==> config.mk <==
export PLATFORM = sky130hd
export DESIGN_NAME = lru_replacement_tracker
export DESIGN_NICKNAME = d
export VERILOG_FILES = /design/src/rtl/core/lrt_pkg.sv /design/src/rtl/core/lrt_cell.sv /design/src/rtl/core/lru_replacement_tracker.sv
export SDC_FILE = /design/constraint.sdc
export NUM_CORES = 1
export LEC_CHECK = 0
export BUFFER_PORTS_ARGS = -buffer_cell sky130_fd_sc_hd__buf_2
export CAP_MARGIN = 20
export CORE_ASPECT_RATIO = 0.9
export CORE_MARGIN = 1
export CORE_UTILIZATION = 40
export DETAILED_ROUTE_END_ITERATION = 8
export PLACE_DENSITY_LB_ADDON = 0.3
export SLEW_MARGIN = 40
export SYNTH_ARGS = -nofsm -noshare
export SYNTH_HDL_FRONTEND = slang
export SYNTH_SLANG_ARGS = --single-unit
==> constraint.sdc <==
create_clock -name clk -period 4.85 [get_ports clk]
set_clock_uncertainty 0.1 [all_clocks]
set_input_delay 0.97 -clock clk [delete_from_list [all_inputs] [get_ports clk]]
set_output_delay 0.97 -clock clk [all_outputs]
set_load 0.02 [all_outputs]
==> src/rtl/core/lrt_pkg.sv <==
// ----------------------------------------------------------------------------
// LRU replacement tracker package
// Sizes, field widths and the control word broadcast to the entry cells.
// ----------------------------------------------------------------------------
package lrt_pkg;

  localparam int MAX_ENTRIES = 16;
  localparam int KEY_BITS    = 16;

  localparam int CNT_W  = $clog2(MAX_ENTRIES + 1);
  localparam int IDX_W  = $clog2(MAX_ENTRIES);
  localparam int CAP_W  = 5;
  localparam int CMP_W  = (CNT_W > CAP_W) ? CNT_W : CAP_W;

  localparam int ACCESS_KEY_W = 16;
  localparam int HIT_RANK_W   = 4;
  localparam int OCCUPANCY_W  = 5;

  localparam logic [CAP_W-1:0] CAP_RESET = 5'd16;

  typedef struct packed {
    logic                probe;
    logic                update;
    logic [KEY_BITS-1:0] key;
    logic [CNT_W-1:0]    count;
    logic [CNT_W-1:0]    limit;
  } lrt_ctrl_t;

endpackage

==> src/rtl/core/lrt_cell.sv <==
// ----------------------------------------------------------------------------
// LRU replacement tracker entry cell
// Holds one key of the recency list, compares it against the access and
// takes its neighbor's key when the list shifts.
// ----------------------------------------------------------------------------
module lrt_cell (
  input  logic                        clk,
  input  logic                        rst_n,
  input  logic [lrt_pkg::IDX_W-1:0]    idx,
  input  lrt_pkg::lrt_ctrl_t           ctrl,
  input  logic [lrt_pkg::KEY_BITS-1:0] prev_key,
  output logic [lrt_pkg::KEY_BITS-1:0] key,
  output logic                        match
);
  import lrt_pkg::*;

  logic [KEY_BITS-1:0] key_r;
  logic                match_r;
  logic [CNT_W-1:0]    pos;

  assign pos   = CNT_W'(idx);
  assign key   = key_r;
  assign match = match_r;

  always_ff @(posedge clk) begin
    if (!rst_n) begin
      match_r <= 1'b0;
    end else if (ctrl.probe) begin
      match_r <= (key_r == ctrl.key) && (pos < ctrl.count);
    end
  end

  always_ff @(posedge clk) begin
    if (ctrl.update) begin
      if (pos == '0) begin
        key_r <= ctrl.key;
      end else if (pos <= ctrl.limit) begin
        key_r <= prev_key;
      end
    end
  end

endmodule

==> src/rtl/core/lru_replacement_tracker.sv <==
// ----------------------------------------------------------------------------
// LRU replacement tracker
// Recency-ordered key list held in a row of entry cells.
// ----------------------------------------------------------------------------
// An access word is taken at a rising edge where start is high and busy is
// low; in_access_key carries the key. At that edge every cell registers the
// compare of its key with the access; then, in the update state, the match
// vector is encoded and the list shifts one place toward the tail, the
// accessed key landing at the front. busy is high in the update state only.
// The result word appears on the out_ ports with out_valid high for exactly
// one cycle; out_valid and the word are registered at the end of the update
// state, and the word is accepted at the rising edge that ends the pulse.
// The receiver cannot stall it, and no result is ever held back. A new
// access is taken only once the list has shifted for the last one.
// cfg_we writes cfg_capacity, the number of keys held before a miss evicts
// the least recent one; write it only while the block is idle.
// Synchronous reset empties the list, sets the capacity to 16 and leaves the
// block idle. Stored keys are not cleared; the count hides them.
// ----------------------------------------------------------------------------
module lru_replacement_tracker (
  input  logic                            clk,
  input  logic                            rst_n,
  input  logic                            cfg_we,
  input  logic [lrt_pkg::CAP_W-1:0]        cfg_capacity,
  input  logic                            start,
  output logic                            busy,
  input  logic [lrt_pkg::ACCESS_KEY_W-1:0] in_access_key,
  output logic                            out_valid,
  output logic                            out_hit,
  output logic [lrt_pkg::HIT_RANK_W-1:0]   out_hit_rank,
  output logic                            out_hit_was_oldest,
  output logic                            out_evicted,
  output logic [lrt_pkg::ACCESS_KEY_W-1:0] out_evicted_key,
  output logic [lrt_pkg::OCCUPANCY_W-1:0]  out_occupancy
);
  import lrt_pkg::*;

  typedef enum logic [1:0] {
    ST_IDLE   = 2'b01,
    ST_UPDATE = 2'b10
  } lrt_state_t;

  lrt_state_t          state_r, state_nxt;
  logic [KEY_BITS-1:0] key_r;
  logic [CNT_W-1:0]    count_r, count_nxt;
  logic [CAP_W-1:0]    cap_r;

  logic                    accept;
  logic [KEY_BITS+15:0]    in_key_wide;
  logic [KEY_BITS-1:0]     in_key;
  lrt_ctrl_t               ctrl;
  logic [KEY_BITS-1:0]     cell_key [MAX_ENTRIES];
  logic [MAX_ENTRIES-1:0]  cell_match;

  logic                    hit;
  logic [IDX_W-1:0]        rank;
  logic [CNT_W-1:0]        rank_ext;
  logic [CMP_W-1:0]        cap_ext, cap_eff, count_cmp;
  logic                    evict;
  logic [CNT_W-1:0]        count_m1;
  logic [CNT_W-1:0]        n_after;
  logic                    oldest;
  logic [KEY_BITS-1:0]     tail_key;
  logic [KEY_BITS+15:0]    ev_key_wide;
  logic [IDX_W+3:0]        rank_wide;
  logic [CNT_W+4:0]        occ_wide;

  assign accept      = start && (state_r == ST_IDLE);
  assign busy        = (state_r == ST_UPDATE);
  assign in_key_wide = {{KEY_BITS{1'b0}}, in_access_key};
  assign in_key      = in_key_wide[KEY_BITS-1:0];

  always_comb begin
    hit  = 1'b0;
    rank = '0;
    for (int i = 0; i < MAX_ENTRIES; i++) begin
      if (cell_match[i]) begin
        hit  = 1'b1;
        rank = rank | IDX_W'(i);
      end
    end
  end

  assign rank_ext  = CNT_W'(rank);
  assign cap_ext   = CMP_W'(cap_r);
  assign count_cmp = CMP_W'(count_r);
  assign count_m1  = count_r - 1'b1;

  always_comb begin
    if (cap_ext == '0) begin
      cap_eff = CMP_W'(1);
    end else if (cap_ext > CMP_W'(MAX_ENTRIES)) begin
      cap_eff = CMP_W'(MAX_ENTRIES);
    end else begin
      cap_eff = cap_ext;
    end
  end

  assign evict    = !hit && (count_cmp >= cap_eff);
  assign n_after  = evict ? count_m1 : count_r;
  assign oldest   = hit && (rank_ext != '0) && (rank_ext == count_m1);
  assign tail_key = cell_key[count_m1[IDX_W-1:0]];

  assign ctrl.probe  = accept;
  assign ctrl.update = (state_r == ST_UPDATE);
  assign ctrl.key    = (state_r == ST_UPDATE) ? key_r : in_key;
  assign ctrl.count  = count_r;
  assign ctrl.limit  = hit ? rank_ext : n_after;

  for (genvar g = 0; g < MAX_ENTRIES; g++) begin : g_cell
    lrt_cell u_cell (
      .clk      (clk),
      .rst_n    (rst_n),
      .idx      (IDX_W'(g)),
      .ctrl     (ctrl),
      .prev_key ((g == 0) ? ctrl.key : cell_key[(g == 0) ? 0 : g - 1]),
      .key      (cell_key[g]),
      .match    (cell_match[g])
    );
  end

  always_comb begin
    state_nxt = state_r;
    count_nxt = count_r;
    case (state_r)
      ST_IDLE: begin
        if (start) begin
          state_nxt = ST_UPDATE;
        end
      end
      ST_UPDATE: begin
        state_nxt = ST_IDLE;
        if (!hit) begin
          count_nxt = n_after + 1'b1;
        end
      end
      default: begin
        state_nxt = ST_IDLE;
      end
    endcase
  end

  always_ff @(posedge clk) begin
    if (!rst_n) begin
      state_r   <= ST_IDLE;
      count_r   <= '0;
      cap_r     <= CAP_RESET;
      out_valid <= 1'b0;
    end else begin
      state_r   <= state_nxt;
      count_r   <= count_nxt;
      out_valid <= (state_r == ST_UPDATE);
      if (cfg_we) begin
        cap_r <= cfg_capacity;
      end
    end
  end

  always_ff @(posedge clk) begin
    if (accept) begin
      key_r <= in_key;
    end
  end

  assign ev_key_wide = {16'b0, (evict ? tail_key : {KEY_BITS{1'b0}})};
  assign rank_wide   = {4'b0, (hit ? rank : {IDX_W{1'b0}})};
  assign occ_wide    = {5'b0, count_nxt};

  always_ff @(posedge clk) begin
    if (state_r == ST_UPDATE) begin
      out_hit            <= hit;
      out_hit_rank       <= rank_wide[HIT_RANK_W-1:0];
      out_hit_was_oldest <= oldest;
      out_evicted        <= evict;
      out_evicted_key    <= ev_key_wide[ACCESS_KEY_W-1:0];
      out_occupancy      <= occ_wide[OCCUPANCY_W-1:0];
    end
  end

endmodule

# --- Word level (Yosys, flattened, before mapping) ---
# Cells that the tools add are included.
word_totals:
  reg_bits: 329
  inputBits: 25
  output_inout_bits: 30
  word_cells: 179
op_classes:
  addsub: 2
  order_cmp: 34
  n_eq_ne: 19
  muxes: 41
  bitwise: 1
  reduce_logical: 39
ops:
  columns: ["cell", "count"]
  rows:
  - ["equality test 16 bit", 16]
  - ["binary-select mux 16 bit (select 4 bit)", 1]
  - ["2-to-1 mux 16 bit", 3]
  - ["<= comparator 4 x 5 -> 1 bit, first input constant", 8]
  - ["less-than comparator 4 x 5 -> 1 bit, first input constant", 8]
  - ["2-to-1 mux 4 bit", 8]
  - ["AND reduction 2 bit", 16]
  - ["2-to-1 mux 5 bit", 6]
  - ["<= comparator 3 x 5 -> 1 bit, first input constant", 4]
  - ["logical AND 1 bit", 20]
  - ["less-than comparator 3 x 5 -> 1 bit, first input constant", 4]
  - ["2-to-1 mux 1 bit", 17]
  - ["2-to-1 mux 3 bit", 4]
  - ["<= comparator 2 x 5 -> 1 bit, first input constant", 2]
  - ["less-than comparator 1 x 5 -> 1 bit, first input constant", 2]
  - ["less-than comparator 2 x 5 -> 1 bit, first input constant", 2]
  - ["adder 5 x 1 -> 5 bit, second input constant", 1]
  - ["equality test 4 x 5 -> 1 bit", 1]
  - [">= comparator 5 bit", 1]
  - [">= comparator 5 bit, second input constant", 1]
  - ["> comparator 5 bit, second input constant", 1]
  - ["<= comparator 1 x 5 -> 1 bit, first input constant", 1]
  - ["zero test 5 bit", 1]
  - ["inverter 4 -> 5 bit", 1]
  - ["6 further kinds", 7]

# --- Logic depth before layout (Yosys ltp) ---
# Gate-level depths: netlist of the first run.
depth:
  ltp_word: 22
  mapped_depth: 17

# --- Cells and area by module ---
# Synthesis of the first run repeated with hierarchy kept, for this count alone.
unflattened:
  hier_cells: 1665
  area_unflattened_um2: 22291.4
modules_own_cells:
  columns: ["module", "instances", "cells_each", "area_each_um2", "seq_area_each_um2"]
  rows:
  - ["lrt_cell", 16, 84, 1101.1, 500.5]
  - ["lru_replacement_tracker", 1, 321, 4674.5, 1581.5]

# --- Worst setup path before layout of the first run ---
# OpenSTA, ideal clock, no wires.
synth_timing:
  path_type: "reg2reg"
  startpoint: "register count_r[0], in the netlist count_cmp[0]"
  endpoint: "register g_cell[10].u_cell.key_r[0], enable pin"
  arrival_time_ps: 3820
  slack_ps: 511
  stages_incl_launch_ff: 12
  n_path_buf: 3
  synth_period_minus_slack_ps: 4339
  path_cell_list: "dfxtp_1 > buf_2 > clkbuf_1 > inv_1 > ha_1 > nor2b_1 > o21a_1 > o21ai_0 > clkbuf_1 > a211oi_1 > nor2_1 > a311oi_1"
synth_between:
  elab_chain_len: 6
synth_rtl:
  columns: ["item", "line", "source"]
  rows:
  - ["start: declaration", "lru_replacement_tracker.sv:45", "logic [CNT_W-1:0] count_r, count_nxt;"]
  - ["start signal: assignment", "lru_replacement_tracker.sv:151", "count_r <= count_nxt;"]
  - [">= comparator 5 bit", "lru_replacement_tracker.sv:99", "assign evict = !hit && (count_cmp >= cap_eff);"]
  - ["logical AND 1 bit", "lru_replacement_tracker.sv:99", null]
  - ["2-to-1 mux 5 bit (*)", "lru_replacement_tracker.sv:100", "assign n_after = evict ? count_m1 : count_r;"]
  - ["2-to-1 mux 5 bit (*)", "lru_replacement_tracker.sv:108", "assign ctrl.limit = hit ? rank_ext : n_after;"]
  - ["<= comparator 4 x 5 -> 1 bit (*)", "lrt_cell.sv:37", "end else if (pos <= ctrl.limit) begin"]
  - ["AND reduction 2 bit (no line) (*)", null, null]
  - ["end signal: assignment", "lrt_cell.sv:36", "key_r <= ctrl.key;"]
  - ["end signal: assignment", "lrt_cell.sv:38", "key_r <= prev_key;"]
  - ["end: declaration", "lrt_cell.sv:17", "logic [KEY_BITS-1:0] key_r;"]
# Mark *: on every way between the ends. The rest lies on a longest branch, timed or not.
# A chain may end at the register's enable or synchronous reset.

# --- Worst setup path after layout of the first run ---
layout_timing:
  startpoint: "register g_cell[15].u_cell.match_r"
  endpoint: "register g_cell[13].u_cell.key_r[7], enable pin"
layout_between:
  elab_chain_len: 7
layout_rtl:
  columns: ["item", "line", "source"]
  rows:
  - ["start: declaration", "lrt_cell.sv:18", "logic match_r;"]
  - ["start signal: assignment", "lrt_cell.sv:29", "match_r <= (key_r == ctrl.key) && (pos < ctrl.count);"]
  - ["2-to-1 mux 1 bit (*)", "lru_replacement_tracker.sv:77", "if (cell_match[i]) begin"]
  - ["net hit", "lru_replacement_tracker.sv:55", "logic hit;"]
  - ["zero test 1 bit", null, null]
  - ["logical AND 1 bit", "lru_replacement_tracker.sv:99", null]
  - ["2-to-1 mux 5 bit", "lru_replacement_tracker.sv:100", null]
  - ["2-to-1 mux 5 bit (*)", "lru_replacement_tracker.sv:108", null]
  - ["<= comparator 4 x 5 -> 1 bit (*)", "lrt_cell.sv:37", null]
  - ["AND reduction 2 bit (no line) (*)", null, null]
  - ["end signal: assignment", "lrt_cell.sv:36", null]
  - ["end signal: assignment", "lrt_cell.sv:38", null]
  - ["end: declaration", "lrt_cell.sv:17", null]
# Mark *: on every way through the listed nets, which the timed path passes. The rest lies on a longest branch.

==> run summary, run 1 <==
STATUS
------------------------------------------------------------------------
Run status                                                  complete, no violations

CTS
------------------------------------------------------------------------
Hold_buf cts                                                           0
Post-CTS sizing                                                        0
Number of setup buffers added after CTS                                0
Number of sinks driven by the clock tree                             329
Worst-path clk slew                                                60 ps
Maximum count of clock buffers along a single path                     3
Number of buffers created by CTS                                      36
H-tree depth                                                           2
Library cell used as clock root buffer                      sky130_fd_sc_hd__clkbuf_16
Clock tree from TritonCTS                                           done
Clk Latency, worst-skew pair                                      530 ps

POWER AND IR DROP
------------------------------------------------------------------------
Leakage power                                                    6.17 nW
VDD IR max                                                      0.306 mV
Power density cells                                           339 nW/µm²
Total power draw                                               0.00631 W

STA
------------------------------------------------------------------------
Worst hold margin                                                 374 ps
Final total negative setup slack                                    0 ps
Final period demand of the worst path                            3750 ps
Final period utilization                                           0.773
Actual slew at the worst max-slew pin                             793 ps
Max transition margin                                              0.460
Highest clock frequency the design can meet                      267 MHz
Final setup violation count                                            0
Unrepaired setup endpoints after global routing                    false
Total count of hold-check failures in the final report                 0
Fin. max-slew vios                                                     0

DIE
------------------------------------------------------------------------
Top-level port count                                                  55
Floorplan die area                                             41800 µm²
Core area                                                      39900 µm²
Width of the die                                                  215 µm
Row cnt                                                               69
Starting Density                                                   0.411
Vertical extent of the die                                        194 µm

SYNTHESIS
------------------------------------------------------------------------
Synth Net Count                                                     1106
Count of different cell masters after synthesis                       55
Synthesized area per cell                                       15.3 µm²
Post-synth top flop                                         sky130_fd_sc_hd__edfxtp_1
Async set or reset register ratio after synthesis                      0
Cells after synthesis                                               1073
Fraction of the yosys area taken by sequential cells               0.586
Post-Synthesis Cell Area                                       16400 µm²
Number of synthesized flops with an enable pin                       300
Yosys synthesis warning count                                          0
Number of synthesized register bits                                  329

CRITICAL PATH
------------------------------------------------------------------------
CP Capture Type                                                 register
Bufs and invs on worst path                                            2
Required time at the worst-slack endpoint                        4950 ps
Worst Path Arrival                                               3850 ps
CP max-delay cell                                           sky130_fd_sc_hd__and3_1
Largest delay contributor family on the critical path       simple AND/OR/NAND/NOR gates
Critical path class                                         register to register
Sort of element at the start of the critical path               register
Delay of the slowest cell on the worst path                       670 ps
Crit-path cells                                             nor3_1, and3_1, and3_1, inv_2, a221oi_1, nor3_1, o32ai_2, buf_4
Worst-path maximum fanout                                             20

DRT
------------------------------------------------------------------------
Antenna Nets Post-Route                                                0
Number of detailed-route iterations in the first pass                  5
Post-DR vias/cell                                                   5.65
Final routed wirelength across all metal layers                  43.5 mm
Vias after detailed routing                                         9676
Detailed router's first-iteration violation count                    856
Count of unresolved DRC violations after routing                       0
Average detailed-routed wire length per instance                 25.4 µm

GRT
------------------------------------------------------------------------
Global-route wire length before repair                           64.3 mm
Initial antenna violation count                                        4
Largest net degree at the start of global routing                     64
Vias in the first global route                                      9817
Grt total ovfl                                                         0
Total GRT Usage                                                    0.209

RUN
------------------------------------------------------------------------
Reported max-cap violation count                                       0

WORST HOLD PATH
------------------------------------------------------------------------
Worst hold path type                                        register to register

PLACED DESIGN
------------------------------------------------------------------------
Final weighted congestion in routability-driven placement          0.955
Detail Placement HPWL                                            32.5 mm
Count of buffers inserted at the top-level ports                      54

FINAL LAYOUT
------------------------------------------------------------------------
Number of antenna diodes                                               0
Share of cells above drive strength 1                              0.224
Layout overhead on the synthesized area                            13.6%
Number of fillers in the final layout                               3548
Final #Nets                                                         1189

[Yosys cell counts (20+ instances only)]
cell	instances	area share
sky130_fd_sc_hd__xor2_1	190	0.10
sky130_fd_sc_hd__nand4_1	41	0.016
sky130_fd_sc_hd__clkbuf_1	28	0.0064
sky130_fd_sc_hd__edfxtp_1	300	0.55
sky130_fd_sc_hd__dfxtp_1	29	0.035
sky130_fd_sc_hd__nor4_1	24	0.0092
sky130_fd_sc_hd__nand2_1	21	0.0048
sky130_fd_sc_hd__mux4_2	80	0.11
sky130_fd_sc_hd__and3_1	20	0.0076
sky130_fd_sc_hd__xnor2_1	73	0.039
sky130_fd_sc_hd__nand3_1	20	0.0061
sky130_fd_sc_hd__inv_1	27	0.0062
sky130_fd_sc_hd__nor3_1	22	0.0067
sky130_fd_sc_hd__nor2_1	24	0.0055
[registers in the layout, summed over array words and instances (netlist names)]
name	cells
g_cell.u_cell.key	256
g_cell.u_cell.match	16
key_r	16
out_evicted_key	16
cap_ext	5
count_cmp	5
out_occupancy	5
out_hit_rank	4
state_r	2
out_evicted	1
out_hit	1
out_hit_was_oldest	1
out_valid	1
[cells in the final DEF (no fill, tap or decap), drive strengths merged, types with 24 or more instances in the layout]
cell	count
buf	101
clkbuf	50
dfxtp	29
edfxtp	300
inv	30
mux4	80
nand4	41
nor2	24
nor4	24
xnor2	73
xor2	191
[stage by stage]
stage	worst slack [ps]	area, µm²	utilization	cells
2_1_floorplan	511	16400	-	1073
3_3_place_gp	977	17400	0.435	1638
3_5_place_dp	1160	17500	0.438	1648
4_1_cts	1150	18600	0.466	1710
5_1_grt	856	18600	0.467	1712
6_report	1100	18600	0.467	1712
[power by group]
group	switching, W	internal [W]	total [W]
sequential	0.0000278	0.00310	0.00313
combinational	0.000317	0.000204	0.000521
clock	0.00112	0.00154	0.00266
[logic make-up (layout without fill, tap and decap cells)]
family	count (synthesis)	in the layout	synth area share
compound gates	91	91	0.0392
fa+ha+maj	8	8	0.00611
simple gates	193	193	0.0641
buf+inv	85	192	0.0263
xor+xnor	264	264	0.142
flops	329	329	0.586
mux	103	103	0.136
[metal layers]
metal,track usage,vias to the layer above,wire length (µm)
li1,-,4296,-
met1,0.296,4963,19200
met2,0.327,354,20100
met3,0.0435,59,3260
met4,0.0533,4,828
met5,0,-,22
[worst reg2reg max path, stage by stage (launching register included)]
cell                       delay, ps
sky130_fd_sc_hd__dfxtp_1         380
sky130_fd_sc_hd__nor3_1          330
sky130_fd_sc_hd__and3_1          380
sky130_fd_sc_hd__and3_1          670
sky130_fd_sc_hd__inv_2           240
sky130_fd_sc_hd__a221oi_1        420
sky130_fd_sc_hd__nor3_1          210
sky130_fd_sc_hd__o32ai_2         360
sky130_fd_sc_hd__buf_4           320
[cell type report]
class	count	area, µm²	area share
Clock buffer	50	995	0.0534
Clock inverter	12	108	0.00578
Inverter	29	116	0.00625
Multi-Input combinational cell	659	6450	0.347
Sequential cell	329	9600	0.516
Tap cell	532	666	0.0358
Timing Repair Buffer	101	679	0.0365
[final timing paths]
| check | from | cells past startpoint | slack, ps | end |
|---|---|---|---|---|
| worst max-delay path | g_cell[15].u_cell.match | 8 | 1100 | g_cell[13].u_cell.key[7] |
| worst min-delay path | g_cell[8].u_cell.match | 2 | 370 | g_cell[8].u_cell.match |
| worst max register to register | g_cell[15].u_cell.match | 8 | 1100 | g_cell[13].u_cell.key[7] |
| worst min register to register | g_cell[8].u_cell.match | 2 | 370 | g_cell[8].u_cell.match |
Power figures use the tool's default switching activity.
==> run 2: changes to the inputs <==
Settings changed: ABC_AREA from default to 1.
Clock period 4.85 ns to 3.2 ns, I/O delays scaled along.
==> run summary, run 2 <==
DIE
-------------------------------------------------------------------------------------
Core area                                                                   42200 µm²
Width of the die                                                               221 µm
Floorplan die area                                                          44100 µm²
Row cnt                                                                            71
Starting Density                                                                0.410
Vertical extent of the die                                                     199 µm
Top-level port count                                                               55

FINAL LAYOUT
-------------------------------------------------------------------------------------
Final #Nets                                                                      1930
Share of cells above drive strength 1                                           0.172
Final instance count without filler cells                                        2469
Number of fillers in the final layout                                            3849
Largest register FFs                                                              256
FF/Latch Area                                                                9590 µm²
Layout overhead on the synthesized area                                         17.2%
Most common cell after layout, fill and taps aside                       sky130_fd_sc_hd__edfxtp_1
Number of antenna diodes                                                            0
Multi-input gate area                                                        6610 µm²
Most frequent cells in the layout                                        300 x sky130_fd_sc_hd__edfxtp_1, 259 x sky130_fd_sc_hd__nand2_1, 185 x sky130_fd_sc_hd__inv_1
Final instance area                                                         20300 µm²

STA
-------------------------------------------------------------------------------------
Highest clock frequency the design can meet                                   301 MHz
Final WS setup                                                                -123 ps
Fin. max-slew vios                                                                  0
Final period utilization                                                         1.04
Unrepaired setup endpoints after global routing                                  true
Total count of hold-check failures in the final report                              0
Final setup violation count                                                       209
Actual slew at the worst max-slew pin                                          870 ps
Max transition margin                                                           0.420
Worst hold margin                                                              192 ps
Final period demand of the worst path                                         3320 ps
Final total negative setup slack                                            -11870 ps

CRITICAL PATH
-------------------------------------------------------------------------------------
Required time at the worst-slack endpoint                                     3350 ps
Critical path class                                                      register to register
Reg2reg path depth                                                                 19
Bufs and invs on worst path                                                         5
Most repeated library cell on the critical path                          sky130_fd_sc_hd__nand2_4
Reg-to-Reg End                                                           g_cell[15].u_cell.key[1]
CP Capture Type                                                              register
Crit-path cells                                                          or4_4, nand2_4, buf_6, nand2_4, ha_4, nand2_2, inv_1, nand4_1, nand3_4, nand2_4, nand2_2, nand3_2, nand2_4, inv_4, o21ai_4, nand2_4, nor2_4, buf_12, buf_16
Launch point of the worst reg-to-reg path                                  cap_ext[0]
CP max-delay cell                                                        sky130_fd_sc_hd__or4_4
Delay of the slowest cell on the worst path                                    550 ps
Worst-path maximum fanout                                                           8
Sort of element at the start of the critical path                            register
Slack of the worst reg-to-reg path                                            -120 ps
Worst Path Arrival                                                            3470 ps
Largest delay contributor family on the critical path                    simple AND/OR/NAND/NOR gates

SYNTHESIS
-------------------------------------------------------------------------------------
Synthesized area per cell                                                    9.70 µm²
Post-Synthesis Cell Area                                                    17300 µm²
Adder-cell area share of the yosys netlist                                    0.00578
Number of synthesized flops with an enable pin                                    300
Number of synthesized register bits                                               329
Async set or reset register ratio after synthesis                                   0
Fraction of synthesized cell area in xor and xnor cells                        0.0672
Cell accounting for the most synthesized area                            sky130_fd_sc_hd__edfxtp_1
Multiplexer share of the synthesized area                                           0
Post-synth top flop                                                      sky130_fd_sc_hd__edfxtp_1
Count of different cell masters after synthesis                                    55
Fraction of the yosys area taken by sequential cells                            0.554
Main combinational cell family by area after synthesis                   simple AND/OR/NAND/NOR gates
Compound-cell area share of the yosys netlist                                   0.133
Post-synthesis share of cell area spent on and, or, nand and nor gates          0.162
Top cells by instance count after synthesis                              300 x sky130_fd_sc_hd__edfxtp_1, 269 x sky130_fd_sc_hd__nand2_1, 190 x sky130_fd_sc_hd__inv_1, 149 x sky130_fd_sc_hd__o21ai_0, 147 x sky130_fd_sc_hd__a21oi_1
Proportion of netlist area held by the largest area contributor                 0.520
Synth Net Count                                                                  1817
Yosys synthesis warning count                                                       0
Most used standard cell by instance count after synthesis                sky130_fd_sc_hd__edfxtp_1
Cells taking the most area after synthesis                               sky130_fd_sc_hd__edfxtp_1 52%, sky130_fd_sc_hd__nand2_1 5.8%, sky130_fd_sc_hd__xor2_1 4.4%, sky130_fd_sc_hd__o21ai_0 4.3%, sky130_fd_sc_hd__a21oi_1 4.3%
Cells after synthesis                                                            1784

CTS
-------------------------------------------------------------------------------------
Worst-path clk slew                                                             60 ps
Clock tree from TritonCTS                                                        done
Clk Latency, worst-skew pair                                                   550 ps
Library cell used as clock root buffer                                   sky130_fd_sc_hd__clkbuf_16
Number of buffers created by CTS                                                   38
Maximum count of clock buffers along a single path                                  3
H-tree depth                                                                        2
Number of sinks driven by the clock tree                                          329

PLACED DESIGN
-------------------------------------------------------------------------------------
Placed inst area                                                            18700 µm²
Count of buffers inserted at the top-level ports                                   54
Detail Placement HPWL                                                         37.0 mm
DP Cell Count                                                                    2388
Final weighted congestion in routability-driven placement                       0.920

POWER AND IR DROP
-------------------------------------------------------------------------------------
Power density cells                                                        526 nW/µm²
Total power draw                                                             0.0107 W
Leakage power                                                                 7.93 nW
VDD IR max                                                                   0.386 mV

GRT
-------------------------------------------------------------------------------------
Global-route wire length before repair                                        77.2 mm
Initial antenna violation count                                                     0
Largest net degree at the start of global routing                                 196
Vias in the first global route                                                  13017
Grt total ovfl                                                                      0
Total GRT Usage                                                                 0.231

DRT
-------------------------------------------------------------------------------------
Routed length on met1                                                         23.2 mm
Detailed router's first-iteration violation count                                1587
Met2 routed WL                                                                22.4 mm
Final routed wirelength across all metal layers                               51.0 mm
Routed met3 length                                                            4.13 mm
Antenna Nets Post-Route                                                             0
Number of detailed-route iterations in the first pass                               5
Post-DR vias/cell                                                                5.51
Uppermost metal layer occupied by signal nets                                    met4
Average detailed-routed wire length per instance                              20.7 µm
Vias after detailed routing                                                     13599
Count of unresolved DRC violations after routing                                    0

WORST HOLD PATH
-------------------------------------------------------------------------------------
Worst hold stages                                                                   1
Terminating pin of the worst hold path                                      key_r[14]
Launch instance of the worst min-delay path                              in_access_key[14]
Worst hold path type                                                     input pin to register

RUN
-------------------------------------------------------------------------------------
Reported max-cap violation count                                                    0

STATUS
-------------------------------------------------------------------------------------
Violations in the final reports                                          negative setup slack
Run status                                                               finished with violations

[run 2: cell count changes after synthesis, sizes merged, moves of 33 or more]
cell   delta
xor2    -102
nor2    +114
nand3   +111
a21oi   +136
o21ai   +148
mux4     -80
xnor2    -33
inv     +181
o22ai    +55
nand2   +272
[run 2: worst reg2reg max path: cells and delay by family (launching register included)]
kind	cells	cell delay, ps
DFF	1	310
adders and majority gates	1	260
and+or+nand+nor	12	1750
buffers and inverters	5	440
AOI/OAI and AO/OA	1	180
[run 2: through the flow]
stage	worst slack, ps	utilization
6_report	-123	0.481
4_1_cts	-78.8	0.479
3_5_place_dp	-184	0.442
2_1_floorplan	-116	-
5_1_grt	-241	0.481
3_3_place_gp	-153	0.442
[run 2: cell type report]
type                            instances  area share
Sequential cell                       329       0.473
Timing Repair Buffer                  157      0.0659
Multi-Input combinational cell       1159       0.326
Clock buffer                           46      0.0515
Tap cell                              547      0.0337
Inverter                              212      0.0396
Clock inverter                         19      0.0103
[run 2: cell families (layout without fill, tap and decap cells)]
kind of cell    Yosys count  after routing
compound gates          406            406
xor+xnor                129            129
fa+ha+maj                 8              8
buf+inv                 296            434
flops                   329            329
simple gates            616            616
[run 2: power by group]
part / switching, W / leakage (nW) / internal, W
clock: 0.00174 / 0.607 / 0.00271
combinational: 0.000923 / 4.37 / 0.000513
sequential: 0.0000414 / 2.95 / 0.00473
total: 0.00271 / 7.93 / 0.00795
[run 2: how the worst max path moves through the flow]
stage	startpoint	end	slack (ps)	cells past startpoint
floorplan	count_cmp[0]	g_cell[13].u_cell.key[0]	-120	16
global placement	cap_ext[0]	g_cell[15].u_cell.key[12]	-150	16
detailed placement	cap_ext[0]	g_cell[15].u_cell.key[12]	-180	16
CTS	cap_ext[3]	g_cell[15].u_cell.key[1]	-80	18
global route	cap_ext[0]	g_cell[15].u_cell.key[1]	-240	19
finish	cap_ext[0]	g_cell[15].u_cell.key[1]	-120	19
[run 2: routing by layer]
metal | up-vias | global-route usage
met2 | 566 | 0.360
met1 | 6591 | 0.332
met3 | 76 | 0.0348
met5 | - | 0
met4 | 0 | 0.0717
li1 | 6366 | -
[run 2: timing repair]
item | CTS | global route
pin swaps | 12 | 14
resized for setup | 33 | 14
endpoints found under the setup margin | 245 | 261
setup buffers | 12 | 4
hold buffers | 0 | 0
hold endpoints to repair | 0 | 0
gates cloned | 2 | 0
